[src/hw/rtl/sha1sh_pkg.sv]
package sha1sh_pkg;

   localparam int unsigned ROUNDS     = 80;
   localparam int unsigned SCHED_LEN  = 16;
   localparam int unsigned DIGEST_LEN = 5;

   localparam logic [7:0] PAD_MARK = 8'h80;

   localparam logic [31:0] H_INIT [DIGEST_LEN] = '{
      32'h67452301, 32'hEFCDAB89, 32'h98BADCFE, 32'h10325476, 32'hC3D2E1F0
   };

   localparam logic [31:0] K_00_19 = 32'h5A827999;
   localparam logic [31:0] K_20_39 = 32'h6ED9EBA1;
   localparam logic [31:0] K_40_59 = 32'h8F1BBCDC;
   localparam logic [31:0] K_60_79 = 32'hCA62C1D6;

   localparam logic [6:0] LAST_ROUND = 7'(ROUNDS - 1);

   typedef enum logic [4:0] {
      ST_IDLE  = 5'b00001,
      ST_PAD   = 5'b00010,
      ST_ROUND = 5'b00100,
      ST_ADD   = 5'b01000,
      ST_DONE  = 5'b10000
   } state_type;

   typedef struct packed {
      logic [31:0] a;
      logic [31:0] b;
      logic [31:0] c;
      logic [31:0] d;
      logic [31:0] e;
   } work_type;

   function automatic logic [31:0] rotl(input logic [31:0] v, input int unsigned n);
      rotl = (v << n) | (v >> (32 - n));
   endfunction

   // one compression round
   function automatic work_type round_step(input work_type s, input logic [31:0] w,
                                           input logic [6:0] t);
      logic [31:0] f;
      logic [31:0] k;
      work_type    r;
      case (t) inside
         [7'd0:7'd19]: begin
            f = (s.b & s.c) | (~s.b & s.d);
            k = K_00_19;
         end
         [7'd20:7'd39]: begin
            f = s.b ^ s.c ^ s.d;
            k = K_20_39;
         end
         [7'd40:7'd59]: begin
            f = (s.b & s.c) | (s.b & s.d) | (s.c & s.d);
            k = K_40_59;
         end
         default: begin
            f = s.b ^ s.c ^ s.d;
            k = K_60_79;
         end
      endcase
      r.a = rotl(s.a, 5) + f + s.e + w + k;
      r.b = s.a;
      r.c = rotl(s.b, 30);
      r.d = s.c;
      r.e = s.d;
      round_step = r;
   endfunction

endpackage

[src/hw/rtl/sha1sh_if.sv]
interface sha1sh_req_if;
   logic       valid;
   logic       ready;
   logic [7:0] msg_byte;
   logic       byte_present;
   logic       end_of_message;

   modport source (output valid, msg_byte, byte_present, end_of_message, input ready);
   modport sink   (input valid, msg_byte, byte_present, end_of_message, output ready);
endinterface

interface sha1sh_rsp_if;
   logic        valid;
   logic        ready;
   logic [31:0] digest_word0;
   logic [31:0] digest_word1;
   logic [31:0] digest_word2;
   logic [31:0] digest_word3;
   logic [31:0] digest_word4;

   modport source (output valid, digest_word0, digest_word1, digest_word2, digest_word3,
                   digest_word4, input ready);
   modport sink   (input valid, digest_word0, digest_word1, digest_word2, digest_word3,
                   digest_word4, output ready);
endinterface

[src/hw/rtl/sha1_stream_hasher.sv]
// sha1_stream_hasher: streaming sha-1 digest engine
//
// req channel: one transaction carries at most one message byte (byte_present)
// and may close the message (end_of_message). a transaction with neither
// bit set is a no-op. rsp channel: one transaction per message, holding the
// 160-bit digest as five 32-bit words, word0 first, big-endian.
//
// flow: a byte transaction is taken while idle; the byte that fills a 64-byte
// block starts a compression (80 rounds, one per cycle, then the chaining add).
// closing a message pads one byte per cycle up to the end of the last block,
// pausing while each full block is compressed (one or two), then posts the digest.
// the block buffer is a chain of 16 word cells that shifts as each word is
// packed and shifts once per round, taking in the next schedule word.
// reset: synchronous, active high; chaining words go to the sha-1 initial
// values, counts clear, no digest pending. after each digest the engine
// returns to that state and starts a new message.
// stall: the digest sits in an output register; if rsp is stalled the
// engine keeps taking bytes of the next message and only waits when it
// has a second digest ready.
module sha1_stream_hasher
   import sha1sh_pkg::*;
(
   input  logic         clock,
   input  logic         reset,
   sha1sh_req_if.sink   req_ch,
   sha1sh_rsp_if.source rsp_ch
);

   // control state
   state_type   state_ff, state_in;
   logic [5:0]  fill_ff, fill_in;        // bytes in the current block
   logic [63:0] bitcnt_ff, bitcnt_in;    // message length in bits, wraps
   logic [6:0]  rnd_ff, rnd_in;          // round index
   logic        pad_on_ff, pad_on_in;    // message closed, padding underway
   logic        mark_ff, mark_in;        // 0x80 marker still to go
   logic        len_on_ff, len_on_in;    // length bytes underway
   logic [2:0]  len_idx_ff, len_idx_in;  // next length byte, msb first
   logic        last_blk_ff, last_blk_in;
   logic [31:0] h_ff [DIGEST_LEN];
   logic [31:0] h_in [DIGEST_LEN];
   logic        rsp_valid_ff, rsp_valid_in;

   // payload state
   work_type    work_ff, work_in;
   logic [23:0] acc_ff, acc_in;          // partial word being packed
   logic [31:0] dig_ff [DIGEST_LEN];
   logic [31:0] dig_in [DIGEST_LEN];

   // schedule chain
   logic [31:0] cell_q [SCHED_LEN];
   logic [31:0] tail_word;
   logic [31:0] next_w;
   logic        shift_en;

   // byte push path
   logic        push_en;
   logic [7:0]  push_byte;
   logic [63:0] len_shift;
   logic        can_post;

   assign can_post   = !rsp_valid_ff || rsp_ch.ready;
   assign len_shift  = bitcnt_ff << {len_idx_ff, 3'b000};
   assign next_w     = rotl(cell_q[13] ^ cell_q[8] ^ cell_q[2] ^ cell_q[0], 1);

   always_comb begin
      state_in     = state_ff;
      fill_in      = fill_ff;
      bitcnt_in    = bitcnt_ff;
      rnd_in       = rnd_ff;
      pad_on_in    = pad_on_ff;
      mark_in      = mark_ff;
      len_on_in    = len_on_ff;
      len_idx_in   = len_idx_ff;
      last_blk_in  = last_blk_ff;
      h_in         = h_ff;
      rsp_valid_in = rsp_valid_ff && !rsp_ch.ready;
      work_in      = work_ff;
      acc_in       = acc_ff;
      dig_in       = dig_ff;
      push_en      = 1'b0;
      push_byte    = req_ch.msg_byte;
      req_ch.ready = 1'b0;

      case (state_ff)
         ST_IDLE: begin
            // ready is always high here, so valid alone marks a transaction
            req_ch.ready = 1'b1;
            if (req_ch.valid) begin
               if (req_ch.byte_present) begin
                  push_en   = 1'b1;
                  bitcnt_in = bitcnt_ff + 64'd8;
               end
               if (req_ch.end_of_message) begin
                  pad_on_in = 1'b1;
                  mark_in   = 1'b1;
                  state_in  = ST_PAD;
               end
            end
         end
         ST_PAD: begin
            push_en = 1'b1;
            if (mark_ff) begin
               push_byte = PAD_MARK;
               mark_in   = 1'b0;
            end else if (len_on_ff || fill_ff == 6'd56) begin
               // length field, big-endian
               push_byte  = len_shift[63:56];
               len_on_in  = 1'b1;
               len_idx_in = len_idx_ff + 3'd1;
               if (len_idx_ff == 3'd7) begin
                  last_blk_in = 1'b1;
               end
            end else begin
               push_byte = 8'h00;
            end
         end
         ST_ROUND: begin
            work_in = round_step(work_ff, cell_q[0], rnd_ff);
            rnd_in  = rnd_ff + 7'd1;
            if (rnd_ff == LAST_ROUND) begin
               state_in = ST_ADD;
            end
         end
         ST_ADD: begin
            h_in[0] = h_ff[0] + work_ff.a;
            h_in[1] = h_ff[1] + work_ff.b;
            h_in[2] = h_ff[2] + work_ff.c;
            h_in[3] = h_ff[3] + work_ff.d;
            h_in[4] = h_ff[4] + work_ff.e;
            if (last_blk_ff) begin
               state_in = ST_DONE;
            end else if (pad_on_ff) begin
               state_in = ST_PAD;
            end else begin
               state_in = ST_IDLE;
            end
         end
         ST_DONE: begin
            // post the digest and start over with a fresh message
            if (can_post) begin
               dig_in       = h_ff;
               rsp_valid_in = 1'b1;
               h_in         = H_INIT;
               bitcnt_in    = '0;
               pad_on_in    = 1'b0;
               mark_in      = 1'b0;
               len_on_in    = 1'b0;
               len_idx_in   = '0;
               last_blk_in  = 1'b0;
               state_in     = ST_IDLE;
            end
         end
         default: begin
            state_in = ST_IDLE;
         end
      endcase

      // shared byte packing; a full block kicks off compression
      if (push_en) begin
         fill_in = fill_ff + 6'd1;
         acc_in  = {acc_ff[15:0], push_byte};
         if (fill_ff == 6'd63) begin
            work_in  = '{a: h_ff[0], b: h_ff[1], c: h_ff[2], d: h_ff[3], e: h_ff[4]};
            rnd_in   = '0;
            state_in = ST_ROUND;
         end
      end
   end

   assign shift_en  = (push_en && fill_ff[1:0] == 2'b11) || state_ff == ST_ROUND;
   assign tail_word = (state_ff == ST_ROUND) ? next_w : {acc_ff, push_byte};

   for (genvar i = 0; i < SCHED_LEN; i++) begin : g_cell
      sha1sh_wcell u_cell (
         .clock    (clock),
         .shift_en (shift_en),
         .word_in  ((i == SCHED_LEN - 1) ? tail_word : cell_q[(i + 1) % SCHED_LEN]),
         .word_out (cell_q[i])
      );
   end

   always_ff @(posedge clock) begin
      if (reset) begin
         state_ff     <= ST_IDLE;
         fill_ff      <= '0;
         bitcnt_ff    <= '0;
         rnd_ff       <= '0;
         pad_on_ff    <= 1'b0;
         mark_ff      <= 1'b0;
         len_on_ff    <= 1'b0;
         len_idx_ff   <= '0;
         last_blk_ff  <= 1'b0;
         h_ff         <= H_INIT;
         rsp_valid_ff <= 1'b0;
      end else begin
         state_ff     <= state_in;
         fill_ff      <= fill_in;
         bitcnt_ff    <= bitcnt_in;
         rnd_ff       <= rnd_in;
         pad_on_ff    <= pad_on_in;
         mark_ff      <= mark_in;
         len_on_ff    <= len_on_in;
         len_idx_ff   <= len_idx_in;
         last_blk_ff  <= last_blk_in;
         h_ff         <= h_in;
         rsp_valid_ff <= rsp_valid_in;
      end
   end

   always_ff @(posedge clock) begin
      work_ff <= work_in;
      acc_ff  <= acc_in;
      dig_ff  <= dig_in;
   end

   assign rsp_ch.valid        = rsp_valid_ff;
   assign rsp_ch.digest_word0 = dig_ff[0];
   assign rsp_ch.digest_word1 = dig_ff[1];
   assign rsp_ch.digest_word2 = dig_ff[2];
   assign rsp_ch.digest_word3 = dig_ff[3];
   assign rsp_ch.digest_word4 = dig_ff[4];

`ifndef ASSERT_OFF
   a_round_range: assert property (@(posedge clock) disable iff (reset)
      state_ff == ST_ROUND |-> rnd_ff <= LAST_ROUND)
      else $error("round index past last round");

   a_round_exit: assert property (@(posedge clock) disable iff (reset)
      (state_ff == ST_ROUND && rnd_ff == LAST_ROUND) |=> state_ff == ST_ADD)
      else $error("compression did not end after last round");

   a_done_block_empty: assert property (@(posedge clock) disable iff (reset)
      state_ff == ST_DONE |-> (fill_ff == 6'd0 && !mark_ff && len_idx_ff == 3'd0))
      else $error("digest posted with padding incomplete");

   a_rsp_source: assert property (@(posedge clock) disable iff (reset)
      $rose(rsp_valid_ff) |-> $past(state_ff == ST_DONE))
      else $error("digest posted outside done state");
`endif

endmodule

[src/hw/rtl/sha1sh_wcell.sv]
// one word of the message schedule window
module sha1sh_wcell (
   input  logic        clock,
   input  logic        shift_en,
   input  logic [31:0] word_in,
   output logic [31:0] word_out
);

   logic [31:0] word_ff;

   always_ff @(posedge clock) begin
      if (shift_en) begin
         word_ff <= word_in;
      end
   end

   assign word_out = word_ff;

endmodule

[src/flat_wrapper.sv]
// flat-port wrapper written by rule: the top's interface ports become plain ports
module sha1_stream_hasher_flat import sha1sh_pkg::*;
  (clock, reset, req_ch_valid, req_ch_msg_byte, req_ch_byte_present, req_ch_end_of_message, req_ch_ready, rsp_ch_valid, rsp_ch_digest_word0, rsp_ch_digest_word1, rsp_ch_digest_word2, rsp_ch_digest_word3, rsp_ch_digest_word4, rsp_ch_ready);
  sha1sh_req_if req_ch_i ();
  sha1sh_rsp_if rsp_ch_i ();
  input  logic clock;
  input  logic reset;
  input wire logic [$bits(req_ch_i.valid)-1:0] req_ch_valid;
  input wire logic [$bits(req_ch_i.msg_byte)-1:0] req_ch_msg_byte;
  input wire logic [$bits(req_ch_i.byte_present)-1:0] req_ch_byte_present;
  input wire logic [$bits(req_ch_i.end_of_message)-1:0] req_ch_end_of_message;
  output wire logic [$bits(req_ch_i.ready)-1:0] req_ch_ready;
  output wire logic [$bits(rsp_ch_i.valid)-1:0] rsp_ch_valid;
  output wire logic [$bits(rsp_ch_i.digest_word0)-1:0] rsp_ch_digest_word0;
  output wire logic [$bits(rsp_ch_i.digest_word1)-1:0] rsp_ch_digest_word1;
  output wire logic [$bits(rsp_ch_i.digest_word2)-1:0] rsp_ch_digest_word2;
  output wire logic [$bits(rsp_ch_i.digest_word3)-1:0] rsp_ch_digest_word3;
  output wire logic [$bits(rsp_ch_i.digest_word4)-1:0] rsp_ch_digest_word4;
  input wire logic [$bits(rsp_ch_i.ready)-1:0] rsp_ch_ready;
  assign req_ch_i.valid = req_ch_valid;
  assign req_ch_i.msg_byte = req_ch_msg_byte;
  assign req_ch_i.byte_present = req_ch_byte_present;
  assign req_ch_i.end_of_message = req_ch_end_of_message;
  assign req_ch_ready = req_ch_i.ready;
  assign rsp_ch_valid = rsp_ch_i.valid;
  assign rsp_ch_digest_word0 = rsp_ch_i.digest_word0;
  assign rsp_ch_digest_word1 = rsp_ch_i.digest_word1;
  assign rsp_ch_digest_word2 = rsp_ch_i.digest_word2;
  assign rsp_ch_digest_word3 = rsp_ch_i.digest_word3;
  assign rsp_ch_digest_word4 = rsp_ch_i.digest_word4;
  assign rsp_ch_i.ready = rsp_ch_ready;
  sha1_stream_hasher u_core (.clock(clock), .reset(reset), .req_ch(req_ch_i), .rsp_ch(rsp_ch_i));
endmodule
[config.mk]
export PLATFORM = sky130hd
export DESIGN_NAME = sha1_stream_hasher_flat
export DESIGN_NICKNAME = d
export VERILOG_FILES = /design/src/hw/rtl/sha1sh_pkg.sv /design/src/hw/rtl/sha1sh_if.sv /design/src/hw/rtl/sha1_stream_hasher.sv /design/src/hw/rtl/sha1sh_wcell.sv /design/src/flat_wrapper.sv
export SDC_FILE = /design/constraint.sdc
export NUM_CORES = 2
export LEC_CHECK = 0
export BUFFER_PORTS_ARGS = -buffer_cell sky130_fd_sc_hd__buf_2
export CORE_MARGIN = 5
export CORE_UTILIZATION = 45
export CTS_BUF_LIST = sky130_fd_sc_hd__clkbuf_16
export DETAILED_ROUTE_END_ITERATION = 10
export GPL_TIMING_DRIVEN = 0
export PLACE_DENSITY = 0.59
export SLEW_MARGIN = 25
export SYNTH_ARGS = -nofsm -noshare
export SYNTH_HDL_FRONTEND = slang
export SYNTH_SLANG_ARGS = --single-unit
[constraint.sdc]
create_clock -name clock -period 27.1 [get_ports clock]
set_clock_uncertainty 0.2 [all_clocks]
set_input_delay 4.065 -clock clock [delete_from_list [all_inputs] [get_ports clock]]
set_output_delay 4.065 -clock clock [all_outputs]
set_load 0.05 [all_outputs]
**Word-level counts from Yosys, hierarchy flattened**

Index checks and enable logic that the tools add are counted.

- Logic and storage cells: 171
- Bits in registers: 1106
- Output and inout port bits: 162
- Input port bits: 14

- Mux-type cells: 55
- Equality and inequality tests: 17
- Add/subtract/negate cells: 13
- Bitwise gates (word level): 16
- Magnitude comparators: 6
- Shift operators: 1
- Reductions and logical operators: 21

Operators by type and width:

| cell | count |
|---|---|
| $mux 160 | 4 |
| $pmux 160 s2 | 1 |
| $add 32x32->32 | 9 |
| $mux 32 | 8 |
| $mux 64 | 3 |
| $xor 32x32->32 | 5 |
| $and 32x32->32 | 4 |
| $pmux 64 s2 | 1 |
| $or 32x32->32 | 3 |
| $add 64x4->64 const B | 1 |
| $shl 64x6->64 | 1 |
| $mux 5 | 7 |
| $not 32->32 | 1 |
| $or 32x1->32 | 1 |
| $or 32x30->32 | 1 |
| $or 32x5->32 | 1 |
| $mux 31 | 1 |
| $pmux 5 s5 | 1 |
| $mux 8 | 3 |
| $mux 7 | 3 |
| $reduce_and 4->1 | 4 |
| $le 7x6->1 const B | 2 |
| $mux 1 | 13 |
| $eq 6x6->1 const B | 2 |
| other kinds (29) | 49 |

**Longest topological paths before layout**

- Depth in word-level cells: 14
- Depth in mapped cells: 28
- Depth with buffers taken out: 26

**Cells and area by module**

From an unflattened synthesis, not the netlist that was laid out.

- Cells, all modules: 4585
- Area total of the unflattened synthesis: 51285.4 um^2

Modules (own cells, without submodules):

| module | times used | cells an instance | seq. area each (um^2) | area an instance (um^2) |
|---|---|---|---|---|
| sha1_stream_hasher | 1 | 4073 | 13673.1 | 35910.7 |
| sha1sh_wcell | 16 | 32 | 960.9 | 960.9 |

**Least setup slack after synthesis**

OpenSTA, ideal clock, no wires.

- Path kind: input -> register
- Start: input rsp_ch_ready
- End: register u_core.g_cell[0].u_cell.word_ff[0] (enable)
- Slack: 9.571 ns
- Setup time: 3.671 ns
- Required time: 23.229 ns
- Stages: 7
- Path buffers: 0
- Data arrival time: 13.658 ns
- Path through: nand2b_1 > nand2_1 > a21oi_4 > nand2_1 > nand2_1 > nand2_1 > nand2_1

RTL lines:

| item | line | source |
|---|---|---|
| start: declaration | flat_wrapper.sv:19 | `input wire logic [$bits(rsp_ch_i.ready)-1:0] rsp_ch_ready;` |
| end signal: assignment | sha1sh_wcell.sv:13 | `word_ff <= word_in;` |
| end: declaration | sha1sh_wcell.sv:9 | `logic [31:0] word_ff;` |

==> impl_metrics.xml <==
<?xml version="1.0" encoding="UTF-8"?>
<metrics>
  <group name="run_status">
    <metric name="status" unit="">finished clean</metric>
  </group>
  <group name="clock_network">
    <metric name="clk_transition_reported_paths" unit="ps">60</metric>
    <metric name="cts-htree-levels" unit="">3</metric>
    <metric name="postCtsSetupRepairBufs" unit="">0</metric>
    <metric name="cts-root-to-sink-buffers" unit="">3</metric>
    <metric name="insertion_delay" unit="ps">730</metric>
    <metric name="clock_sink_count" unit="">1103</metric>
    <metric name="cts-hold-fix-buffers" unit="">0</metric>
    <metric name="cts-buffers-inserted" unit="">115</metric>
    <metric name="tritoncts" unit="">yes</metric>
    <metric name="cts_resized" unit="">0</metric>
    <metric name="cts-root-buf" unit="">sky130_fd_sc_hd__clkbuf_16</metric>
  </group>
  <group name="sta">
    <metric name="tightestPinTransition" unit="ps">1169</metric>
    <metric name="fin_crit" unit="ps">7402</metric>
    <metric name="whs" unit="ps">204.7</metric>
    <metric name="layout_worst_path_cycle_share" unit="%">27.31</metric>
    <metric name="finalSetupViolCount" unit="">0</metric>
    <metric name="finalHoldViolCount" unit="">0</metric>
    <metric name="slew_viol_final" unit="">0</metric>
    <metric name="slew_headroom" unit="%">22.04</metric>
    <metric name="final.setup.tns" unit="ps">0</metric>
    <metric name="setup_repair_after_global_routing_missed_its_margin" unit="">no</metric>
    <metric name="achievable-frequency" unit="MHz">135.1</metric>
  </group>
  <group name="global_routing">
    <metric name="grt_pass1_vias" unit="">34550</metric>
    <metric name="grt_start_max_net_pins" unit="">57</metric>
    <metric name="initial_antenna_violation_count" unit="">4</metric>
    <metric name="grt_first_pass_wirelength" unit="um">230800</metric>
    <metric name="grt_usage" unit="%">25.69</metric>
    <metric name="grt_overflow_total" unit="">0</metric>
  </group>
  <group name="power">
    <metric name="leakage" unit="nW">22.57</metric>
    <metric name="power_density" unit="nW/um^2">63.09</metric>
    <metric name="vdd.ir_drop.worst" unit="mV">0.05694</metric>
  </group>
  <group name="route">
    <metric name="drt_iter0_markers" unit="">3703</metric>
    <metric name="drt_pre_antenna_iters" unit="">7</metric>
    <metric name="postRouteWirelength" unit="um">160000</metric>
    <metric name="num_vias" unit="">36810</metric>
    <metric name="routedWlPerCell" unit="um">24.83</metric>
    <metric name="final_antenna_net_count" unit="">0</metric>
    <metric name="drt-vias-per-instance" unit="">5.712</metric>
    <metric name="drc" unit="">0</metric>
  </group>
  <group name="die">
    <metric name="design.core.area" unit="um^2">112800</metric>
    <metric name="start_util" unit="%">45.40</metric>
    <metric name="fp.dieArea" unit="um^2">120700</metric>
    <metric name="die-height" unit="um">347.4</metric>
    <metric name="boundaryPins" unit="">176</metric>
    <metric name="chipWidth" unit="um">347.4</metric>
    <metric name="num_rows" unit="">123</metric>
  </group>
  <group name="run">
    <metric name="count_of_max_cap_constraint_violations" unit="">0</metric>
  </group>
  <group name="critical_path">
    <metric name="path_max_fanout" unit="">55</metric>
    <metric name="required_time_at_the_worst_slack_endpoint" unit="ps">27300</metric>
    <metric name="crit_arrival" unit="ps">7600</metric>
    <metric name="worstSetupEndpointType" unit="">register</metric>
    <metric name="start_kind" unit="">input port</metric>
    <metric name="path_class" unit="">in -&gt; reg</metric>
  </group>
  <group name="synth">
    <metric name="synthesis.nets" unit="">4871</metric>
    <metric name="ys_async_sr_fraction" unit="%">0</metric>
    <metric name="synth_seq_cells" unit="">1103</metric>
    <metric name="synthCells" unit="">4532</metric>
    <metric name="ys.warnings.count" unit="">0</metric>
    <metric name="synth_edf_count" unit="">696</metric>
    <metric name="synth.yosys.seq_area_share" unit="%">56.71</metric>
    <metric name="postSynthAreaPerCell" unit="um^2">11.30</metric>
    <metric name="postSynth.topFlopCell" unit="">sky130_fd_sc_hd__edfxtp_1</metric>
    <metric name="yosysUniqueCellTypes" unit="">92</metric>
    <metric name="post_synth_instance_area" unit="um^2">51220</metric>
  </group>
  <group name="final_layout">
    <metric name="area.growth.synth_to_final" unit="%">14.12</metric>
    <metric name="design.final.nets" unit="">5179</metric>
    <metric name="final_area" unit="um^2">58450</metric>
    <metric name="mostFrequentLayoutCell" unit="">sky130_fd_sc_hd__edfxtp_1</metric>
    <metric name="most-common-layout-cells" unit="">sky130_fd_sc_hd__edfxtp_1, sky130_fd_sc_hd__nand2_1, sky130_fd_sc_hd__nor2_1</metric>
    <metric name="drive_gt1_share" unit="%">9.166</metric>
  </group>
  <group name="place">
    <metric name="hpwlAfterDp" unit="um">119100</metric>
    <metric name="dpl-instance-area" unit="um^2">54400</metric>
    <metric name="port_buffers" unit="">174</metric>
    <metric name="globalplace.congestion" unit="">0.9736</metric>
  </group>
  <group name="hold_path">
    <metric name="holdCritPathClass" unit="">reg -&gt; reg</metric>
  </group>
</metrics>
critical path, cell delays in order:
cell,delay [ps]
sky130_fd_sc_hd__buf_2,110
sky130_fd_sc_hd__nand2b_1,220
sky130_fd_sc_hd__nand2_1,120
sky130_fd_sc_hd__a21oi_4,280
sky130_fd_sc_hd__nand2_1,150
sky130_fd_sc_hd__nand2_2,580
sky130_fd_sc_hd__nand2_1,270
sky130_fd_sc_hd__nand2_4,530
sky130_fd_sc_hd__buf_12,330
sky130_fd_sc_hd__buf_12,280
sky130_fd_sc_hd__buf_16,300
sky130_fd_sc_hd__buf_12,280
flip-flops by register name, indices dropped and copies added, names as in the netlist:
register                       count
u_core.g_cell.u_cell.word_out    512
u_core.h_ff                      160
u_core.work_ff                   160
u_core.bitcnt_ff                  61
u_core.rsp_ch.digest_word0        32
u_core.rsp_ch.digest_word1        32
u_core.rsp_ch.digest_word2        32
u_core.rsp_ch.digest_word3        32
u_core.rsp_ch.digest_word4        32
u_core.acc_ff                     24
u_core.rnd_ff                      7
u_core.fill_ff                     6
u_core.state_ff                    5
u_core.len_idx_ff                  3
u_core.last_blk_ff                 1
u_core.len_on_ff                   1
u_core.mark_ff                     1
u_core.pad_on_ff                   1
u_core.rsp_ch.valid                1
logic make-up (layout without fill, tap and decap cells):
logic type	Yosys count	count (layout)	share of synthesized area [%]
compound gates	983	983	12.30
xor+xnor	305	305	5.215
fa+ha+maj	325	325	9.654
buf+inv	419	829	3.088
flops	1103	1103	56.71
mux	63	63	1.556
other cells	0	2	0
simple gates	1334	1334	11.47
cell usage after synthesis (21+ instances only):
master,count,area [um^2]
sky130_fd_sc_hd__ha_1,208,2603
sky130_fd_sc_hd__o21bai_1,22,165.2
sky130_fd_sc_hd__nor3_1,66,330.3
sky130_fd_sc_hd__xnor2_1,202,1769
sky130_fd_sc_hd__nor2b_1,23,143.9
sky130_fd_sc_hd__a22oi_1,33,247.7
sky130_fd_sc_hd__o21ai_1,22,110.1
sky130_fd_sc_hd__a211oi_1,22,165.2
sky130_fd_sc_hd__a21o_1,99,743.2
sky130_fd_sc_hd__nand2_1,516,1937
sky130_fd_sc_hd__edfxtp_1,696,20900
sky130_fd_sc_hd__nand3_1,78,390.4
sky130_fd_sc_hd__o21a_1,25,187.7
sky130_fd_sc_hd__inv_1,244,915.9
sky130_fd_sc_hd__a31oi_1,155,969.7
sky130_fd_sc_hd__mux2i_1,47,470.5
sky130_fd_sc_hd__dfxtp_1,407,8148
sky130_fd_sc_hd__a221o_1,21,210.2
sky130_fd_sc_hd__o21ai_0,186,930.9
sky130_fd_sc_hd__o22ai_1,32,200.2
sky130_fd_sc_hd__and3_1,30,187.7
sky130_fd_sc_hd__a21oi_1,239,1196
sky130_fd_sc_hd__clkbuf_1,148,555.5
sky130_fd_sc_hd__nand2b_1,42,262.8
sky130_fd_sc_hd__or3_1,34,212.7
sky130_fd_sc_hd__xor2_1,103,902.1
sky130_fd_sc_hd__nor2_1,442,1659
sky130_fd_sc_hd__nand4_1,31,193.9
sky130_fd_sc_hd__fa_1,117,2342
report_power, final:
part	internal, W	switching, W
sequential	0.00178	0.0000250
clock	0.000966	0.000693
combinational	0.0000892	0.000136
routing by layer:
metal | global-route usage [%] | share of wire (%)
met5 | 0 | 0.011
met4 | 11.85 | 5.4
met3 | 4.173 | 7.3
met2 | 41.26 | 45
met1 | 34.46 | 42
stage by stage:
stage / setup WS [ps] / power [W] / instances / utilization [%]
after floorplan: 9571 / 0.001987 / 4532 / -
after global placement: 4424 / 0.002059 / 6206 / 47.84
after detailed placement: 18690 / 0.002058 / 6223 / 48.22
after CTS: 19470 / 0.003719 / 6442 / 51.81
after global routing: 19420 / 0.003818 / 6442 / 51.81
final: 19700 / 0.003687 / 6444 / 51.82
path summary, 6_finish.rpt:
path	start	cells past startpoint	to	slack [ps]
min reg2reg	u_core.g_cell[7].u_cell.word_out[27]$_DFFE_PP_	0	u_core.g_cell[6].u_cell.word_out[27]$_DFFE_PP_	200
max reg2reg	u_core.rnd_ff[0]$_SDFF_PP0_	26	u_core.work_ff[159]$_DFF_P_	19800
max	rsp_ch_ready	12	u_core.g_cell[0].u_cell.word_out[14]$_DFFE_PP_	19700
min	u_core.g_cell[7].u_cell.word_out[27]$_DFFE_PP_	0	u_core.g_cell[6].u_cell.word_out[27]$_DFFE_PP_	200
layout make-up:
cell class,count,area (um^2)
diodes,2,5.005
plain buffers,172,683.2
clock buffers,117,2928
clock inverters,102,1117
fillers,10080,54360
inverters,247,927.1
multi-input cells,3010,20600
flip-flops and latches,1103,29050
well taps,1500,1877
repair buffers,191,1264
Power figures use the tool's default switching activity.
